===== src/kdj_pkg.sv =====
// Package for the KDJ stochastic oscillator: widths, fixed-point constants,
// register indexes and the struct passed from the front to the back part.
// No dependencies.
`timescale 1ns / 1ps
package kdj_pkg;
  localparam int PriceW = 32;
  localparam int ValW   = 23;
  localparam int JW     = 26;
  localparam int CfgW   = 8;
  localparam int WinMaxDefault = 64;

  localparam logic [ValW-1:0] FixedHundred = ValW'(100 * 65536);
  localparam logic [ValW-1:0] FixedFifty   = ValW'(50 * 65536);

  localparam logic [1:0] RegWindow = 2'd0;
  localparam logic [1:0] RegKSmooth = 2'd1;
  localparam logic [1:0] RegDSmooth = 2'd2;

  // Work handed from the window scan to the smoothing unit.
  typedef struct packed {
    logic [PriceW-1:0] close;
    logic [PriceW-1:0] highest;
    logic [PriceW-1:0] lowest;
  } scan_t;
endpackage


===== src/kdj_ram.sv =====
// Generic single-write, single-read RAM with registered read data.
// No dependencies.
`timescale 1ns / 1ps
module kdj_ram #(
  parameter int Width = 32,
  parameter int Depth = 64
) (
  input  logic                     clk_i,
  input  logic                     we_i,
  input  logic [$clog2(Depth)-1:0] waddr_i,
  input  logic [Width-1:0]         wdata_i,
  input  logic [$clog2(Depth)-1:0] raddr_i,
  output logic [Width-1:0]         rdata_o
);
  logic [Width-1:0] mem [Depth];

  always_ff @(posedge clk_i) begin
    if (we_i) mem[waddr_i] <= wdata_i;
    rdata_o <= mem[raddr_i];
  end
endmodule


===== src/kdj_front.sv =====
// Front part: stores each bar into the window RAMs and scans the window for
// the highest high and lowest low. Uses kdj_pkg and kdj_ram.
`timescale 1ns / 1ps
module kdj_front #(
  parameter int WindowMax = kdj_pkg::WinMaxDefault
) (
  input  logic                        clk_i,
  input  logic                        rst_ni,
  input  logic                        push_i,
  output logic                        full_o,
  input  logic [kdj_pkg::PriceW-1:0]  bar_high_i,
  input  logic [kdj_pkg::PriceW-1:0]  bar_low_i,
  input  logic [kdj_pkg::PriceW-1:0]  bar_close_i,
  input  logic [$clog2(WindowMax+1)-1:0] win_len_i,
  output logic                        scan_valid_o,
  input  logic                        scan_ready_i,
  output kdj_pkg::scan_t              scan_o
);
  localparam int AW = $clog2(WindowMax);
  localparam int CW = $clog2(WindowMax + 1);
  localparam logic [1:0] StIdle = 2'd0;
  localparam logic [1:0] StScan = 2'd1;
  localparam logic [1:0] StOut  = 2'd2;

  logic [1:0] state_q, state_d;
  logic [AW-1:0] wslot_q, wslot_d, raddr_q, raddr_d;
  logic [CW-1:0] fill_q, fill_d, cnt_q, cnt_d;
  logic          rvalid_q, rvalid_d;
  logic [kdj_pkg::PriceW-1:0] hi_q, hi_d, lo_q, lo_d, close_q, close_d;
  logic [kdj_pkg::PriceW-1:0] hi_rd, lo_rd;
  logic accept;
  logic [CW-1:0] len_eff;
  logic [CW-1:0] fill_next;

  assign accept = push_i && !full_o;
  assign full_o = (state_q != StIdle);

  always_comb begin
    if (win_len_i < CW'(2)) len_eff = CW'(2);
    else if (win_len_i > CW'(WindowMax)) len_eff = CW'(WindowMax);
    else len_eff = win_len_i;
    fill_next = (fill_q < CW'(WindowMax)) ? fill_q + CW'(1) : fill_q;
  end

  kdj_ram #(.Width(kdj_pkg::PriceW), .Depth(WindowMax)) u_high (
    .clk_i, .we_i(accept), .waddr_i(wslot_q), .wdata_i(bar_high_i),
    .raddr_i(raddr_q), .rdata_o(hi_rd));
  kdj_ram #(.Width(kdj_pkg::PriceW), .Depth(WindowMax)) u_low (
    .clk_i, .we_i(accept), .waddr_i(wslot_q), .wdata_i(bar_low_i),
    .raddr_i(raddr_q), .rdata_o(lo_rd));

  always_comb begin
    state_d = state_q; wslot_d = wslot_q; raddr_d = raddr_q; fill_d = fill_q;
    cnt_d = cnt_q; rvalid_d = 1'b0;
    hi_d = hi_q; lo_d = lo_q; close_d = close_q;
    case (state_q)
      StIdle: begin
        if (accept) begin
          wslot_d = (wslot_q == AW'(WindowMax - 1)) ? '0 : wslot_q + AW'(1);
          fill_d  = fill_next;
          close_d = bar_close_i;
          hi_d = '0; lo_d = '1;
          if (fill_next >= len_eff) begin
            // Start the scan at the slot just written so the new bar is seen.
            raddr_d = wslot_q; cnt_d = len_eff;
            state_d = StScan;
          end
        end
      end
      StScan: begin
        if (cnt_q != '0) begin
          raddr_d = (raddr_q == '0) ? AW'(WindowMax - 1) : raddr_q - AW'(1);
          cnt_d = cnt_q - CW'(1);
          rvalid_d = 1'b1;
        end
        if (rvalid_q) begin
          if (hi_rd > hi_q) hi_d = hi_rd;
          if (lo_rd < lo_q) lo_d = lo_rd;
        end
        if (cnt_q == '0 && !rvalid_q) state_d = StOut;
      end
      StOut: if (scan_ready_i) state_d = StIdle;
      default: state_d = StIdle;
    endcase
  end

  always_ff @(posedge clk_i or negedge rst_ni) begin
    if (!rst_ni) begin
      state_q <= StIdle; wslot_q <= '0; fill_q <= '0; rvalid_q <= 1'b0;
      cnt_q <= '0;
    end else begin
      state_q <= state_d; wslot_q <= wslot_d; fill_q <= fill_d;
      rvalid_q <= rvalid_d; cnt_q <= cnt_d;
    end
  end

  always_ff @(posedge clk_i) begin
    raddr_q <= raddr_d;
    hi_q <= hi_d; lo_q <= lo_d; close_q <= close_d;
  end

  assign scan_valid_o = (state_q == StOut);
  assign scan_o = '{close: close_q, highest: hi_q, lowest: lo_q};
endmodule


===== config.mk =====
export PLATFORM = sky130hd
export DESIGN_NAME = kdj_front
export DESIGN_NICKNAME = d
export VERILOG_FILES = /design/src/kdj_pkg.sv /design/src/kdj_ram.sv /design/src/kdj_front.sv
export SDC_FILE = /design/constraint.sdc
export NUM_CORES = 2
export LEC_CHECK = 0
export ABC_AREA = 1
export BUFFER_PORTS_ARGS = -buffer_cell sky130_fd_sc_hd__buf_2
export CORE_MARGIN = 2
export CORE_UTILIZATION = 24
export CTS_CLUSTER_SIZE = 14
export DETAILED_ROUTE_END_ITERATION = 7
export PLACE_DENSITY = 0.41
export SYNTH_ARGS = -nofsm -noshare
export SYNTH_HDL_FRONTEND = slang
export SYNTH_SLANG_ARGS = --single-unit

===== constraint.sdc =====
create_clock -name clk_i -period 7.26 [get_ports clk_i]
set_input_delay 1.452 -clock clk_i [delete_from_list [all_inputs] [get_ports clk_i]]
set_output_delay 1.452 -clock clk_i [all_outputs]
set_load 0.01 [all_outputs]

* Word level (Yosys, flattened, before mapping) *
Memory sizes are Yosys's and may differ from the RTL's. A register that Yosys moved wholly into a read port is not among the register bits.
Index checks and enable logic that the tools add are counted.

storage, ports and cells
  logic and storage cells = 77
  memory bits (read-only) = 0
  bits in latches = 0
  bits in registers = 125
  memory bits (writable) = 4096
  memories kept = 2

memories
  name        words  bits a word  read ports  clocked after memory_dff  write ports  line           text
  u_high.mem  64     32           1           1                         1            kdj_ram.sv:15  logic [Width-1:0] mem [Depth];
  u_low.mem   64     32           1           1                         1            kdj_ram.sv:15

cells by class
  muxes and demuxes = 30
  reduce and logical (&&, ||, !) cells = 15
  equal/unequal tests = 11
  multiply operators = 0
  shifts and indexed selects = 0
  $lt $le $gt $ge = 6
  div/mod/pow operators = 0
  bitwise gates (word level) = 0
  add/sub/neg operators = 4

operators with widths
  operator             count
  $mux 32              6
  $pmux 32 s2          2
  $mux 7               6
  $gt 32x32->1         1
  $lt 32x32->1         1
  $mux 6               5
  $reduce_and 4->1     4
  $ne 2x2->1 const B   7
  $pmux 7 s2           1
  $pmux 6 s2           1
  $mux 2               4
  $add 7x1->7 const B  1
  $ge 7x7->1           1
  $gt 7x7->1 const B   1
  $logic_not 7->1      1
  $lt 7x2->1 const B   1
  $lt 7x7->1 const B   1
  $reduce_bool 7->1    1
  $sub 7x1->7 const B  1
  $add 6x1->6 const B  1
  $eq 6x6->1 const B   1
  $logic_not 6->1      1
  $pmux 2 s3           1
  $sub 6x1->6 const B  1
  9 further kinds      15

* Depth between registers and ports, before layout *
  depth in word-level cells = 7
  depth in mapped cells = 17

* Hierarchy *
From an unflattened synthesis, not the netlist that was laid out.

unflattened totals
  cell total of the unflattened synthesis = 14247
  area, all modules = 172362.8 µm²

by module, submodules not included
  module     area each (µm²)  cells each  sequential area each (µm²)  times used
  kdj_ram    82738.1          6769        62139.6                     2
  kdj_front  6886.6           709         3638.5                      1

* Worst setup path before layout *
No wires, ideal clock.

  kind = input to register
  from = input push_i
  to = memory u_high.mem[15][0], enable pin
  buffers on the path = 0
  stages on the path = 6
  required time = 6.616 ns
  arrival time = 8.280 ns
  slack = -1.663 ns
  cells stage by stage = inv_1 nor2_1 clkinv_1 nor2_1 inv_2 nor4_1

on the way
  longest elaborated chain between the ends = 3

RTL lines
  item                          line             text
  start, declared               kdj_front.sv:9   input logic push_i,
  $logic_and 1x1->1             kdj_front.sv:35  assign accept = push_i && !full_o;
  $mux 1                        kdj_ram.sv:18    if (we_i) mem[waddr_i] <= wdata_i;
  $mux 1 (not written as such)  kdj_ram.sv:18
  end, declared                 kdj_ram.sv:15

Every way passes these cells.

==> metrics.cfg <==
[run_status]
status = finished clean

[synth]
mappedNetlistArea_um2 = 170300
yosysSeqAreaShare_pct = 75.12
ys_ff_latch = 4285
synth_area_per_cell_um2 = 12.56
synth_top_flop_cell = edfxtp_1
yosys_warnings = 0
async_reset_ff_share_pct = 0.5368
synth_nets = 13740
ys_types = 43
synth_edf_count = 4198
synthCells = 13560

[setup_path]
cp.required_ns = 8.20
startpoint_type = flop
slowest_stage = inv_8
cp_cell_sequence = inv_8 > buf_12 > buf_4 > o21ai_0 > o22ai_1 > nand2_1 > a21oi_1 > nand2_1 > nand2_1 > nand2_1 > nand2_1
worst-path-buf-inv = 3
path_delay_family = buffers and inverters
critPathCaptureType = flop
cpMostUsedCell = nand2_1
path_class = flop to flop
critical_path_arrival_ns = 5.00
path_max_fanout = 69
cpPeakStageDelay_ns = 0.69

[cts]
cts.repair.resized = 0
cts_sinks = 4285
htree_levels = 5
root_buffer = clkbuf_16
cts_tree = done
hold_buffers = 0
numCtsBuffers = 451
clk_pin_slew_ns = 0.07
clk_latency_ns = 1.05
clockBufferDepth = 4
postCtsSetupBuffers = 0

[layout]
syn_to_final_growth_pct = 15.95
post_layout_nonfiller_instances = 23440
fin_area_um2 = 197400
drive_gt1_share_pct = 9.187
nets = 13860
final_common_cell = edfxtp_1
layout_common_cells = edfxtp_1, nand2_1, nor2_1, o21ai_0, nand3_1

[hold_path]
hold_class = input port to asynchronous set/reset pin

[timing]
final.min_clock_period_ns = 4.054
hold_viol = 0
slew-limit-headroom_pct = 20.00
max_freq_ghz = 0.2466
fin_hold_ws_ns = 0.4739
setup_viol = 0
worst_pin_slew_ns = 1.191
rsz0062_at_grt = no
slew_violations = 0
tns_ns = 0
post-route-period-util_pct = 55.85
skew_ns = 0.07042

[global_route]
grt_pass1_vias = 105000
grt_max_degree = 160
grt_pass1_wl_um = 867700
antenna_found_initial = 66
track_usage_pct = 16.80
grt-ovfl-total = 0

[power_and_ir_drop]
max-vdd-ir-drop_v = 0.0004864
p_leak_nw = 65.42
power.density_nw_per_um2 = 407.1

[detailed_routing]
routedWlPerCell_um = 26.74
wl_um = 626700
ant_nets = 0
drt_iter0_drc = 11940
vias_per_cell = 4.676
drc = 0
num_vias = 109600
dr.pass1.iters = 6

[die]
die_w_um = 846.3
rows = 309
core_area_um2 = 707500
die-area_um2 = 716300
dieHeight_um = 846.3
io_pins = 205
initial_core_util_pct = 24.07

[flow_run]
max-cap-violations = 0

[placed_design]
dp.cells = 22550
gp_congestion = 0.7661
numPortBuffers = 204
hpwl_um = 345900
place_area_um2 = 183000

==> per-layer routing <==
layer / vias to the layer above / global-route usage [%] / wire (um)
met1: 56520 / 24.13 / 288300
met3: 687 / 2.191 / 35540
met4: 12 / 3.684 / 14230
met2: 3329 / 27.08 / 288500
li1: 49050 / - / -
met5: - / 0 / 82
==> path summary, 6_finish.rpt <==
kind / from / to / slack [ns] / cells past startpoint
min in group clk_i: cnt_q[0]$_DFFE_PN0P_ / cnt_q[0]$_DFFE_PN0P_ / 0.49 / 2
worst max-delay path: raddr_q[0]$_DFFE_PP_ / u_low.rdata_o[23]$_DFF_P_ / 3.21 / 11
max in group asynchronous: rst_ni / wslot_q[3]$_DFFE_PN0P_ / 6.28 / 1
worst max register to register: raddr_q[0]$_DFFE_PP_ / u_low.rdata_o[23]$_DFF_P_ / 3.21 / 11
worst min-delay path: rst_ni / state_q[1]$_DFFE_PN0P_ / 0.47 / 1
worst min register to register: cnt_q[0]$_DFFE_PN0P_ / cnt_q[0]$_DFFE_PN0P_ / 0.49 / 2
==> report_power, final <==
| part | switching, mW | total (mW) | internal [mW] |
|---|---|---|---|
| Sequential | 1.05 | 29.4 | 28.4 |
| Combinational | 21.3 | 28.1 | 6.78 |
| Clock | 10.1 | 22.9 | 12.8 |
==> flip-flops by register name, indices dropped and copies added (netlist names) <==
signal          flops
u_low.mem        2048
state_q             2
hi_q               32
wslot_q             6
u_high.mem       2048
rvalid_q            1
u_low.rdata_o      32
raddr_q             6
u_high.rdata_o     32
lo_q               32
cnt_q               7
fill_q              7
close_q            32
==> cells by family after synthesis <==
group	count (synthesis)	synth area share, %
XOR/XNOR	12	0.06172
AO/OA/AOI/OAI	2662	8.565
flip-flops	4285	75.12
AND/OR/NAND/NOR	5341	12.52
adder cells (fa/ha/maj)	76	0.5584
buffers and inverters	1158	3.024
multiplexers	26	0.1528
==> worst register-to-register path: stages (launching register included) <==
cell and delay, ns:
edfxtp_1 0.63, inv_8 0.69, buf_12 0.53, buf_4 0.41, o21ai_0 0.13, o22ai_1 0.67
nand2_1 0.23, a21oi_1 0.18, nand2_1 0.07, nand2_1 0.09, nand2_1 0.07, nand2_1 0.26
==> through the flow <==
step	worst slack, ns	power, mW	utilization, %
3_3_place_gp	2.272	58.35	25.87
6_report	3.206	80.39	27.91
5_1_grt	3.016	84.28	27.90
4_1_cts	3.178	81.15	27.89
3_5_place_dp	2.252	58.19	25.87
2_1_floorplan	0.2789	45.11	-
==> synthesized netlist by cell type (all sizes together) (3+ instances only) <==
cell	instances	area share (%)
clkbuf	377	0.83
nand4	18	0.066
mux2i	26	0.15
a21boi	22	0.097
nand3	791	2.3
edfxtp	4198	74
a21oi	407	1.2
a31oi	5	0.018
or2	50	0.18
ha	76	0.56
nor3	67	0.20
nor2	1876	4.1
dfxtp	64	0.75
nand2	2534	5.6
xor2	11	0.057
o2111ai	3	0.015
a22oi	3	0.013
a211oi	72	0.32
o22ai	460	1.7
clkinv	4	0.0088
o21ai	1522	4.5
o211ai	159	0.70
o21a	3	0.013
inv	289	0.64
buf	488	1.5
dfrtp	23	0.34
==> cell type report <==
class                           count  area, um^2
Multi-Input combinational cell   8117       37770
Antenna cell                       54       135.1
Tap cell                         9330       11670
Clock inverter                    253        2344
Fill cell                       72670      510100
Inverter                          293        1140
Sequential cell                  4285      127900
Clock buffer                      577       11920
Timing Repair Buffer              528        4544
Note: power is estimated with default switching activity, not from simulation.
