==> config.mk <==
export PLATFORM = sky130hd
export DESIGN_NAME = kdj_back
export DESIGN_NICKNAME = d
export VERILOG_FILES = /design/src/kdj_pkg.sv /design/src/kdj_back.sv
export SDC_FILE = /design/constraint.sdc
export NUM_CORES = 2
export LEC_CHECK = 0
export BUFFER_PORTS_ARGS = -buffer_cell sky130_fd_sc_hd__buf_4
export CORE_MARGIN = 2
export CORE_UTILIZATION = 45
export CTS_CLUSTER_SIZE = 25
export DETAILED_ROUTE_END_ITERATION = 8
export PLACE_DENSITY = 0.73
export RECOVER_POWER = 25
export SLEW_MARGIN = 20
export SYNTH_ARGS = -nofsm -noshare
export SYNTH_HDL_FRONTEND = slang
export SYNTH_SLANG_ARGS = --single-unit
==> constraint.sdc <==
create_clock -name clk_i -period 16.01 [get_ports clk_i]
set_clock_uncertainty 0.2 [all_clocks]
set_input_delay 1.601 -clock clk_i [delete_from_list [all_inputs] [get_ports clk_i]]
set_output_delay 1.601 -clock clk_i [all_outputs]
set_load 0.01 [all_outputs]
==> src/kdj_pkg.sv <==
// Package for the KDJ stochastic oscillator: widths, fixed-point constants,
// register indexes and the struct passed from the front to the back part.
// No dependencies.
`timescale 1ns / 1ps
package kdj_pkg;
  localparam int PriceW = 32;
  localparam int ValW   = 23;
  localparam int JW     = 26;
  localparam int CfgW   = 8;
  localparam int WinMaxDefault = 64;

  localparam logic [ValW-1:0] FixedHundred = ValW'(100 * 65536);
  localparam logic [ValW-1:0] FixedFifty   = ValW'(50 * 65536);

  localparam logic [1:0] RegWindow = 2'd0;
  localparam logic [1:0] RegKSmooth = 2'd1;
  localparam logic [1:0] RegDSmooth = 2'd2;

  // Work handed from the window scan to the smoothing unit.
  typedef struct packed {
    logic [PriceW-1:0] close;
    logic [PriceW-1:0] highest;
    logic [PriceW-1:0] lowest;
  } scan_t;
endpackage

==> src/kdj_back.sv <==
// Back part: RSV by restoring division or saturation to 0 or 100, then K and D
// smoothing by serial division, with a one-entry result register. Uses kdj_pkg.
`timescale 1ns / 1ps
module kdj_back (
  input  logic                        clk_i,
  input  logic                        rst_ni,
  input  logic                        scan_valid_i,
  output logic                        scan_ready_o,
  input  kdj_pkg::scan_t              scan_i,
  input  logic [kdj_pkg::CfgW-1:0]    k_smooth_i,
  input  logic [kdj_pkg::CfgW-1:0]    d_smooth_i,
  output logic                        empty_o,
  input  logic                        pop_i,
  output logic [kdj_pkg::ValW-1:0]    k_value_o,
  output logic [kdj_pkg::ValW-1:0]    d_value_o,
  output logic signed [kdj_pkg::JW-1:0] j_value_o
);
  localparam int VW = kdj_pkg::ValW;
  localparam int NW = 56;  // dividend width covers 32-bit * 100.0 and smoothing sums
  localparam int DW = 33;
  localparam logic [2:0] StIdle = 3'd0;
  localparam logic [2:0] StRsvMul = 3'd1;
  localparam logic [2:0] StDiv = 3'd2;
  localparam logic [2:0] StKMul = 3'd3;
  localparam logic [2:0] StDMul = 3'd4;
  localparam logic [2:0] StDone = 3'd5;
  localparam logic [1:0] PhRsv = 2'd0;
  localparam logic [1:0] PhK = 2'd1;
  localparam logic [1:0] PhD = 2'd2;

  logic [2:0] state_q, state_d;
  logic [1:0] phase_q, phase_d;
  logic [NW-1:0] num_q, num_d;
  logic [DW-1:0] rem_q, rem_d, den_q, den_d;
  logic [5:0] bit_q, bit_d;
  logic [kdj_pkg::PriceW-1:0] diff_q, diff_d;
  logic [VW-1:0] rsv_q, rsv_d, k_q, k_d, d_q, d_d;
  logic [VW-1:0] pk_q, pk_d, pd_q, pd_d;
  logic have_q, have_d, outv_q, outv_d;
  logic [VW-1:0] ko_q, ko_d, do_q, do_d;
  logic signed [kdj_pkg::JW-1:0] jo_q, jo_d;
  logic [DW-1:0] trial;
  logic [kdj_pkg::CfgW-1:0] ka, da;
  logic [VW-1:0] pk_use, pd_use;

  assign ka = (k_smooth_i == '0) ? kdj_pkg::CfgW'(1) : k_smooth_i;
  assign da = (d_smooth_i == '0) ? kdj_pkg::CfgW'(1) : d_smooth_i;
  assign pk_use = have_q ? pk_q : kdj_pkg::FixedFifty;
  assign pd_use = have_q ? pd_q : kdj_pkg::FixedFifty;
  assign scan_ready_o = (state_q == StIdle) && !outv_q;
  assign trial = {rem_q[DW-2:0], num_q[NW-1]};

  always_comb begin
    state_d = state_q; phase_d = phase_q; num_d = num_q; rem_d = rem_q;
    den_d = den_q; bit_d = bit_q; diff_d = diff_q; rsv_d = rsv_q;
    k_d = k_q; d_d = d_q; pk_d = pk_q; pd_d = pd_q; have_d = have_q;
    outv_d = outv_q && !pop_i; ko_d = ko_q; do_d = do_q; jo_d = jo_q;
    case (state_q)
      StIdle: begin
        if (scan_valid_i && !outv_q) begin
          if (scan_i.highest <= scan_i.lowest || scan_i.close <= scan_i.lowest) begin
            rsv_d = '0; state_d = StKMul;
          end else if (scan_i.close >= scan_i.highest) begin
            rsv_d = kdj_pkg::FixedHundred; state_d = StKMul;
          end else begin
            diff_d = scan_i.close - scan_i.lowest;
            den_d = DW'(scan_i.highest - scan_i.lowest);
            state_d = StRsvMul;
          end
        end
      end
      StRsvMul: begin
        num_d = NW'(diff_q) * NW'(kdj_pkg::FixedHundred);
        rem_d = '0; bit_d = 6'(NW); phase_d = PhRsv; state_d = StDiv;
      end
      StKMul: begin
        num_d = NW'(ka - kdj_pkg::CfgW'(1)) * NW'(pk_use) + NW'(rsv_q);
        den_d = DW'(ka); rem_d = '0; bit_d = 6'(NW); phase_d = PhK; state_d = StDiv;
      end
      StDMul: begin
        num_d = NW'(da - kdj_pkg::CfgW'(1)) * NW'(pd_use) + NW'(k_q);
        den_d = DW'(da); rem_d = '0; bit_d = 6'(NW); phase_d = PhD; state_d = StDiv;
      end
      StDiv: begin
        // One quotient bit per cycle; quotient bits shift into num.
        if (trial >= den_q) begin
          rem_d = trial - den_q;
          num_d = {num_q[NW-2:0], 1'b1};
        end else begin
          rem_d = trial;
          num_d = {num_q[NW-2:0], 1'b0};
        end
        bit_d = bit_q - 6'd1;
        if (bit_q == 6'd1) begin
          case (phase_q)
            PhRsv: begin rsv_d = num_d[VW-1:0]; state_d = StKMul; end
            PhK: begin k_d = num_d[VW-1:0]; state_d = StDMul; end
            default: begin d_d = num_d[VW-1:0]; state_d = StDone; end
          endcase
        end
      end
      StDone: begin
        if (!outv_q) begin
          pk_d = k_q; pd_d = d_q; have_d = 1'b1;
          ko_d = k_q; do_d = d_q;
          jo_d = $signed(kdj_pkg::JW'(k_q) * kdj_pkg::JW'(3))
               - $signed(kdj_pkg::JW'(d_q) * kdj_pkg::JW'(2));
          outv_d = 1'b1; state_d = StIdle;
        end
      end
      default: state_d = StIdle;
    endcase
  end

  always_ff @(posedge clk_i or negedge rst_ni) begin
    if (!rst_ni) begin
      state_q <= StIdle; have_q <= 1'b0; outv_q <= 1'b0;
      pk_q <= '0; pd_q <= '0;
    end else begin
      state_q <= state_d; have_q <= have_d; outv_q <= outv_d;
      pk_q <= pk_d; pd_q <= pd_d;
    end
  end

  always_ff @(posedge clk_i) begin
    phase_q <= phase_d; num_q <= num_d; rem_q <= rem_d; den_q <= den_d;
    bit_q <= bit_d; diff_q <= diff_d; rsv_q <= rsv_d; k_q <= k_d; d_q <= d_d;
    ko_q <= ko_d; do_q <= do_d; jo_q <= jo_d;
  end

  assign empty_o = !outv_q;
  assign k_value_o = ko_q;
  assign d_value_o = do_q;
  assign j_value_o = jo_q;
endmodule

# Yosys cells after proc, flatten, opt, wreduce, memory -nomap -nowiden

Cells that the tools add are included.

Output and inout bits: 74
Register bits: 353
Input port bits: 116
Logic and storage cells: 105

Muxes and demuxes: 29
Add/subtract/negate cells: 9
$mul: 4
Equal/unequal tests: 14
Order comparisons: 4
Reduce and logical (&&, ||, !) cells: 24
Bitwise logic cells: 4

Operators with widths:

| cell                  | count |
|---|---|
| $pmux 56 s4           | 1 |
| $mux 23               | 7 |
| $mux 33               | 3 |
| $pmux 33 s3           | 1 |
| $add 33x24->34        | 2 |
| $mul 9x24->33         | 2 |
| $le 32x32->1          | 2 |
| $pmux 32 s2           | 1 |
| $sub 32x32->32        | 2 |
| $pmux 23 s2           | 1 |
| $mul 32x5->37 const B | 1 |
| $ge 33x33->1          | 1 |
| $sub 32x32->33        | 1 |
| $ge 32x32->1          | 1 |
| $mux 32               | 1 |
| $sub 25x24->26        | 1 |
| $mul 23x2->25 const B | 1 |
| $sub 8x1->9 const B   | 2 |
| $logic_not 8->1       | 2 |
| $mux 8                | 2 |
| $pmux 3 s4            | 1 |
| $pmux 6 s2            | 1 |
| $ne 2x2->1 const B    | 5 |
| $mux 3                | 3 |
| 27 further kinds      | 43 |

# Longest topological paths before layout

Word-level depth: 6
Depth in mapped cells: 33
Mapped depth without buffers: 30

# Worst setup path after synthesis

Ideal clock, no wire load.

Path kind: input to register
Start: input k_smooth_i[5] (netlist name)
End: register num_q[23], data pin
Data required time: 15678 ps
Setup slack: 6764 ps
Library setup time: 132 ps
Cell stages on the path: 33
Buffers on the path: 3
Arrival time: 8915 ps
Cell sequence: clkbuf_1 nor4_1 nand2_1 nor2_1 nor2_1 clkbuf_1 ha_1 nand2_1 or3_1 xor2_1 clkbuf_1 nor2_1 fa_1 inv_1 fa_1 inv_1 fa_1 inv_1 fa_1 fa_1 inv_1 ha_1 a21o_1 a21oi_1 nor2_1 a211oi_1 o21bai_1 a21o_1 a221oi_1 xnor2_1 mux2i_1 a221o_1 nand2_1

Cells in the longest elaborated chain, start to end: 6

Ends and longest elaborated chain:

| what                   | line            | source |
|---|---|---|
| start: declaration     | kdj_back.sv:10  | `input logic [kdj_pkg::CfgW-1:0] k_smooth_i,` |
| $logic_not 8->1        | kdj_back.sv:46  | `assign ka = (k_smooth_i == '0) ? kdj_pkg::CfgW'(1) : k_smooth_i;` |
| $mux 8 *               | kdj_back.sv:46  |  |
| $sub 8x1->9 *          | kdj_back.sv:77  | `num_d = NW'(ka - kdj_pkg::CfgW'(1)) * NW'(pk_use) + NW'(rsv_q);` |
| $mul 9x24->33 *        | kdj_back.sv:77  |  |
| $add 33x24->34 *       | kdj_back.sv:77  |  |
| $pmux 56 s4 *          | kdj_back.sv:58  | `case (state_q)` |
| net num_d[23]          | kdj_back.sv:33  | `logic [NW-1:0] num_q, num_d;` |
| end signal: assignment | kdj_back.sv:126 | `phase_q <= phase_d; num_q <= num_d; rem_q <= rem_d; den_q <= den_d;` |
| end: declaration       | kdj_back.sv:33  |  |

Mark *: on every way through the listed nets, which the timed path passes. The rest lies on a longest branch.
A chain may end at the register's enable or synchronous reset.

# Worst setup path after layout

Start: input d_smooth_i[4] (netlist name)
End: register num_q[40], data pin

Cells in the longest elaborated chain, start to end: 6

Ends and longest elaborated chain:

| what               | line           | source |
|---|---|---|
| start: declaration | kdj_back.sv:11 | `input logic [kdj_pkg::CfgW-1:0] d_smooth_i,` |
| $logic_not 8->1    | kdj_back.sv:47 | `assign da = (d_smooth_i == '0) ? kdj_pkg::CfgW'(1) : d_smooth_i;` |
| $mux 8 *           | kdj_back.sv:47 |  |
| $sub 8x1->9 *      | kdj_back.sv:81 | `num_d = NW'(da - kdj_pkg::CfgW'(1)) * NW'(pd_use) + NW'(k_q);` |
| $mul 9x24->33 *    | kdj_back.sv:81 |  |
| $add 33x24->34 *   | kdj_back.sv:81 |  |
| $pmux 56 s4 *      | kdj_back.sv:58 |  |
| net num_d[40]      | kdj_back.sv:33 |  |

Marks and branches as above.

==> qor.log <==
[outcome] status complete, but fails checks
[outcome] failing checks capacitance limit, slew limit
[clock_tree] TritonCTS buffer count 45
[synth] Syn Std Cell Area 38,900 um2
[synth] Synth cell types 79
[synth] Yosys warnings 0
[clock_tree] maximum count of clock buffers along a single path 3
[routing] wirelength, routed 107 mm
[synth] instance count of the mapped netlist 4,063
[cells_and_area] final core utilization 50.6%
[clock_tree] clk slew on worst S/H paths 0.06 ns
[hold_path] worst hold stages 0
[clock_tree] clock insertion delay at the later pin of the skew report 0.62 ns
[routing] 1st-pass router iterations 6
[global_routing] total grt overflow 0
[hold_path] hold path endpoint k_q[10]
[synth] share of synthesized cell area in and, or, nand and nor gates 11.9%
[sta] Max Clock Freq 95.9 MHz
[die] chip width 298 um
[die] area of the placeable core 85,400 um2
[clock_tree] total number of H-tree levels 2
[synth] xor and xnor area share after synthesis 4.53%
[die] die outline height 298 um
[power] Power Density 61.4 nW/um2
[power] worst IR drop on VDD 0.0751 mV
[synth] Net Count, Synth 5,009
[sta] total negative setup slack 0 ns
[global_routing] wire length of the first global-routing pass 170 mm
[hold_path] hold crit path type reg -> reg
[die] Cell Rows 107
[cells_and_area] P&R area growth vs syn 11.2%
[synth] Async S/R FF share, synth 14.5%
[sta] hold_ws 0.272 ns
[placement] hpwl dp 87.0 mm
[worst_setup_path] R2R Path Start have_q
[synth] area fraction in compound gates after synthesis 12.0%
[hold_path] beginning of the worst hold path num_q[9]
[job] max capacitance violation total 2
[clock_tree] TritonCTS clock tree built
[die] initial core utilization 45.5%
[global_routing] GRT Overall Usage 24.4%
[routing] drt via density 5.47
[clock_tree] clock root buffer sky130_fd_sc_hd__clkbuf_16
[placement] number of port buffers 189
[worst_setup_path] Reg2Reg Depth 23
[clock_tree] post-CTS setup-driven buffer insertion count 0
[power] leakage dissipation 21.2 nW
[global_routing] M3 GR Usage 5.22%
[worst_setup_path] capturing point of the worst reg2reg path num_q[40]
[cells_and_area] fill count 7,845
[die] # IOs 190
[cells_and_area] multi-input gate area in the final layout 25,300 um2
[global_routing] antenna violations before repair 3
[global_routing] Global Route met1 Usage 31.7%
[synth] number of enable flip-flop cells after synthesis 301
[sta] time the final worst path needs with I/O delays and setup 10.43 ns
[global_routing] via count of the first global-routing pass 30,800
[cells_and_area] layout net count 5,179
[cells_and_area] layout cells sized above 1 9.67%
[synth] proportion of synthesized chip area in sequential cells 26.5%
[synth] portion of netlist area occupied by mux cells 2.22%
[synth] main combinational cell family by area after synthesis adder cells
[routing] final routed DRC violation total 0
[synth] arithmetic-cell share of the synthesized area counting full adders, half adders and majority gates 34.3%
[synth] number of flip-flops and latches in the synthesized netlist 352
[routing] detailed router's first-iteration violation count 1,964
[clock_tree] post-CTS resize count 0
[global_routing] global routing usage on met2 40.2%
[global_routing] largest net degree at the start of global routing 79
[sta] number of endpoints with negative hold slack in the final report 0
[worst_setup_path] setup slack, reg-to-reg 6.99 ns
[sta] endpoints failing setup 0
[worst_setup_path] kind of critical path in -> reg
[sta] share of the cycle needed by the critical path after routing 65.1%
[clock_tree] CTS Hold Buffers Added 0
[power] Total Power Consumption 2.65 mW
[worst_setup_path] maximum fanout along the worst path 25
[sta] unrepaired setup endpoints after global routing no
[die] die area 88,700 um2
[worst_setup_path] crit path launch type input port
[sta] count of final max-slew check failures 103
[cells_and_area] final design area excluding fillers 43,200 um2
[placement] DP Area 41,700 um2
[synth] Avg Cell Area, Syn 9.56 um2
[routing] ANT nets after route 0
[worst_setup_path] Arr. time, crit path 10.57 ns
[global_routing] GRT busiest layer met2
[sta] worst slew margin relative to its limit -139%
[synth] flip-flop cell with the highest count after synthesis sky130_fd_sc_hd__edfxtp_1
[worst_setup_path] worst path required time 16.15 ns
[placement] weighted congestion at the end of routability-driven global placement 1.01
[routing] total via count in the routed design 29,600
[clock_tree] CTS sink cnt 352
[routing] routed wire length per instance 19.7 um
[worst_setup_path] Worst setup EP type flip-flop
[cells_and_area] combined flip-flop and latch cell area 10,300 um2
[sta] Slew @ Worst Pin 3.58 ns
[power breakdown]
group	switching (mW)	internal, mW
Clock	0.430	0.642
Combinational	0.356	0.231
Sequential	0.00000000000000000572	0.994
Total	0.786	1.87
[worst max-delay path, cell delays in order]
cell                       delay, ns
sky130_fd_sc_hd__buf_4          0.15
sky130_fd_sc_hd__nor4_1         0.68
sky130_fd_sc_hd__a31oi_2        0.18
sky130_fd_sc_hd__buf_4          0.28
sky130_fd_sc_hd__ha_1           0.28
sky130_fd_sc_hd__nand2_1        0.16
sky130_fd_sc_hd__or3_1          0.20
sky130_fd_sc_hd__xor2_2         0.77
sky130_fd_sc_hd__nor2_1         0.17
sky130_fd_sc_hd__fa_1           0.59
sky130_fd_sc_hd__fa_1           0.43
sky130_fd_sc_hd__fa_1           0.46
sky130_fd_sc_hd__fa_1           0.52
sky130_fd_sc_hd__inv_1          0.05
sky130_fd_sc_hd__fa_1           0.48
sky130_fd_sc_hd__inv_1          0.04
sky130_fd_sc_hd__ha_1           0.35
sky130_fd_sc_hd__and3_1         0.24
sky130_fd_sc_hd__a31o_2         0.25
sky130_fd_sc_hd__o21ai_0        0.42
sky130_fd_sc_hd__nand2_1        0.23
sky130_fd_sc_hd__a21boi_0       0.48
sky130_fd_sc_hd__o21a_1         0.22
sky130_fd_sc_hd__mux2i_1        0.13
sky130_fd_sc_hd__a211oi_2       0.67
sky130_fd_sc_hd__nand2_2        0.26
sky130_fd_sc_hd__o22a_1         0.24
[sequential cells by signal, summed over array words and instances (netlist names)]
name / count
state_q: 3
diff_q: 32
pd_q: 23
phase_q: 2
have_q: 1
bit_q: 6
rem_q: 32
d_q: 23
j_value_o: 25
k_value_o: 23
k_q: 23
rsv_q: 23
d_value_o: 23
outv_q: 1
den_q: 33
num_q: 56
pk_q: 23
[worst max path at each step]
stage,startpoint,endpoint,slack [ns],cells after the start
after floorplan,k_smooth_i[5],num_q[23],6.76,33
after global placement,d_smooth_i[4],num_q[40],5.06,28
after detailed placement,d_smooth_i[4],num_q[38],5.04,28
after CTS,d_smooth_i[4],num_q[38],5.61,27
after global routing,d_smooth_i[4],num_q[38],5.04,28
final,d_smooth_i[4],num_q[40],5.58,27
[cells in the final DEF, fill, tap and decap left out, types with 12 or more instances in the layout]
master                      instances
sky130_fd_sc_hd__inv_1            765
sky130_fd_sc_hd__ha_1             440
sky130_fd_sc_hd__fa_1             390
sky130_fd_sc_hd__nor2_1           333
sky130_fd_sc_hd__edfxtp_1         301
sky130_fd_sc_hd__nand2_1          293
sky130_fd_sc_hd__buf_4            221
sky130_fd_sc_hd__a21oi_1          216
sky130_fd_sc_hd__xnor2_1          134
sky130_fd_sc_hd__o21ai_0          123
sky130_fd_sc_hd__a21o_1           105
sky130_fd_sc_hd__nand3_1          102
sky130_fd_sc_hd__xor2_1            65
sky130_fd_sc_hd__nand2b_1          57
sky130_fd_sc_hd__dfrtp_1           50
sky130_fd_sc_hd__mux2_2            48
sky130_fd_sc_hd__clkbuf_16         46
sky130_fd_sc_hd__nor3_1            34
sky130_fd_sc_hd__or2_2             34
sky130_fd_sc_hd__nor2b_1           31
sky130_fd_sc_hd__mux2i_1           31
sky130_fd_sc_hd__o21a_1            30
sky130_fd_sc_hd__a211oi_1          27
sky130_fd_sc_hd__o21bai_1          24
sky130_fd_sc_hd__and2_0            24
sky130_fd_sc_hd__and2_1            23
sky130_fd_sc_hd__and3_1            23
sky130_fd_sc_hd__nand4_1           23
sky130_fd_sc_hd__a31oi_1           18
sky130_fd_sc_hd__a221o_1           16
sky130_fd_sc_hd__a221oi_1          12
sky130_fd_sc_hd__o211ai_1          12
sky130_fd_sc_hd__a22oi_1           12
sky130_fd_sc_hd__clkbuf_1          12
[cell usage after synthesis (48+ instances only)]
master                     instances  share of area [%]
sky130_fd_sc_hd__fa_1            390                 20
sky130_fd_sc_hd__nand2b_1         57               0.92
sky130_fd_sc_hd__ha_1            440                 14
sky130_fd_sc_hd__dfrtp_1          51                3.3
sky130_fd_sc_hd__a21oi_1         216                2.8
sky130_fd_sc_hd__mux2_2           48                1.4
sky130_fd_sc_hd__xnor2_1         134                3.0
sky130_fd_sc_hd__edfxtp_1        301                 23
sky130_fd_sc_hd__nand2_1         294                2.8
sky130_fd_sc_hd__nor2_1          335                3.2
sky130_fd_sc_hd__xor2_1           67                1.5
sky130_fd_sc_hd__inv_1           765                7.4
sky130_fd_sc_hd__clkbuf_1         92               0.89
sky130_fd_sc_hd__nand3_1         102                1.3
sky130_fd_sc_hd__a21o_1          105                2.0
sky130_fd_sc_hd__o21ai_0         124                1.6
[cells by family (layout without fill, tap and decap cells)]
kind of cell / after synthesis / in the layout
and+or+nand+nor: 1015 / 1015
buffers and inverters: 872 / 1079
adders and majority gates: 830 / 830
AOI/OAI and AO/OA: 713 / 713
DFF: 352 / 352
xor gates and xnor gates: 201 / 201
muxes: 80 / 80
other: 0 / 1
[through the flow]
stage | worst slack, ns | std cells
detailed placement | 5.04 | 5329
finish | 5.58 | 5415
floorplan | 6.76 | 4063
global placement | 5.06 | 5329
CTS | 5.61 | 5413
global route | 5.04 | 5414
[final cells by class]
class | count | area share [%]
Timing Repair Buffer | 228 | 3.95
Multi-Input combinational cell | 2839 | 58.6
Clock buffer | 55 | 2.81
Clock inverter | 29 | 0.793
Inverter | 767 | 6.66
Tap cell | 1144 | 3.31
Antenna cell | 1 | 0.00579
Sequential cell | 352 | 23.9
[metal layers]
layer,up-vias,wire [um],part of all wire [%]
met5,-,36,0.034
met4,6,4150,3.9
met3,245,8230,7.7
met2,1036,49700,47
met1,14500,44700,42
li1,13900,-,-
No activity file was read; power rests on OpenSTA's default activity.
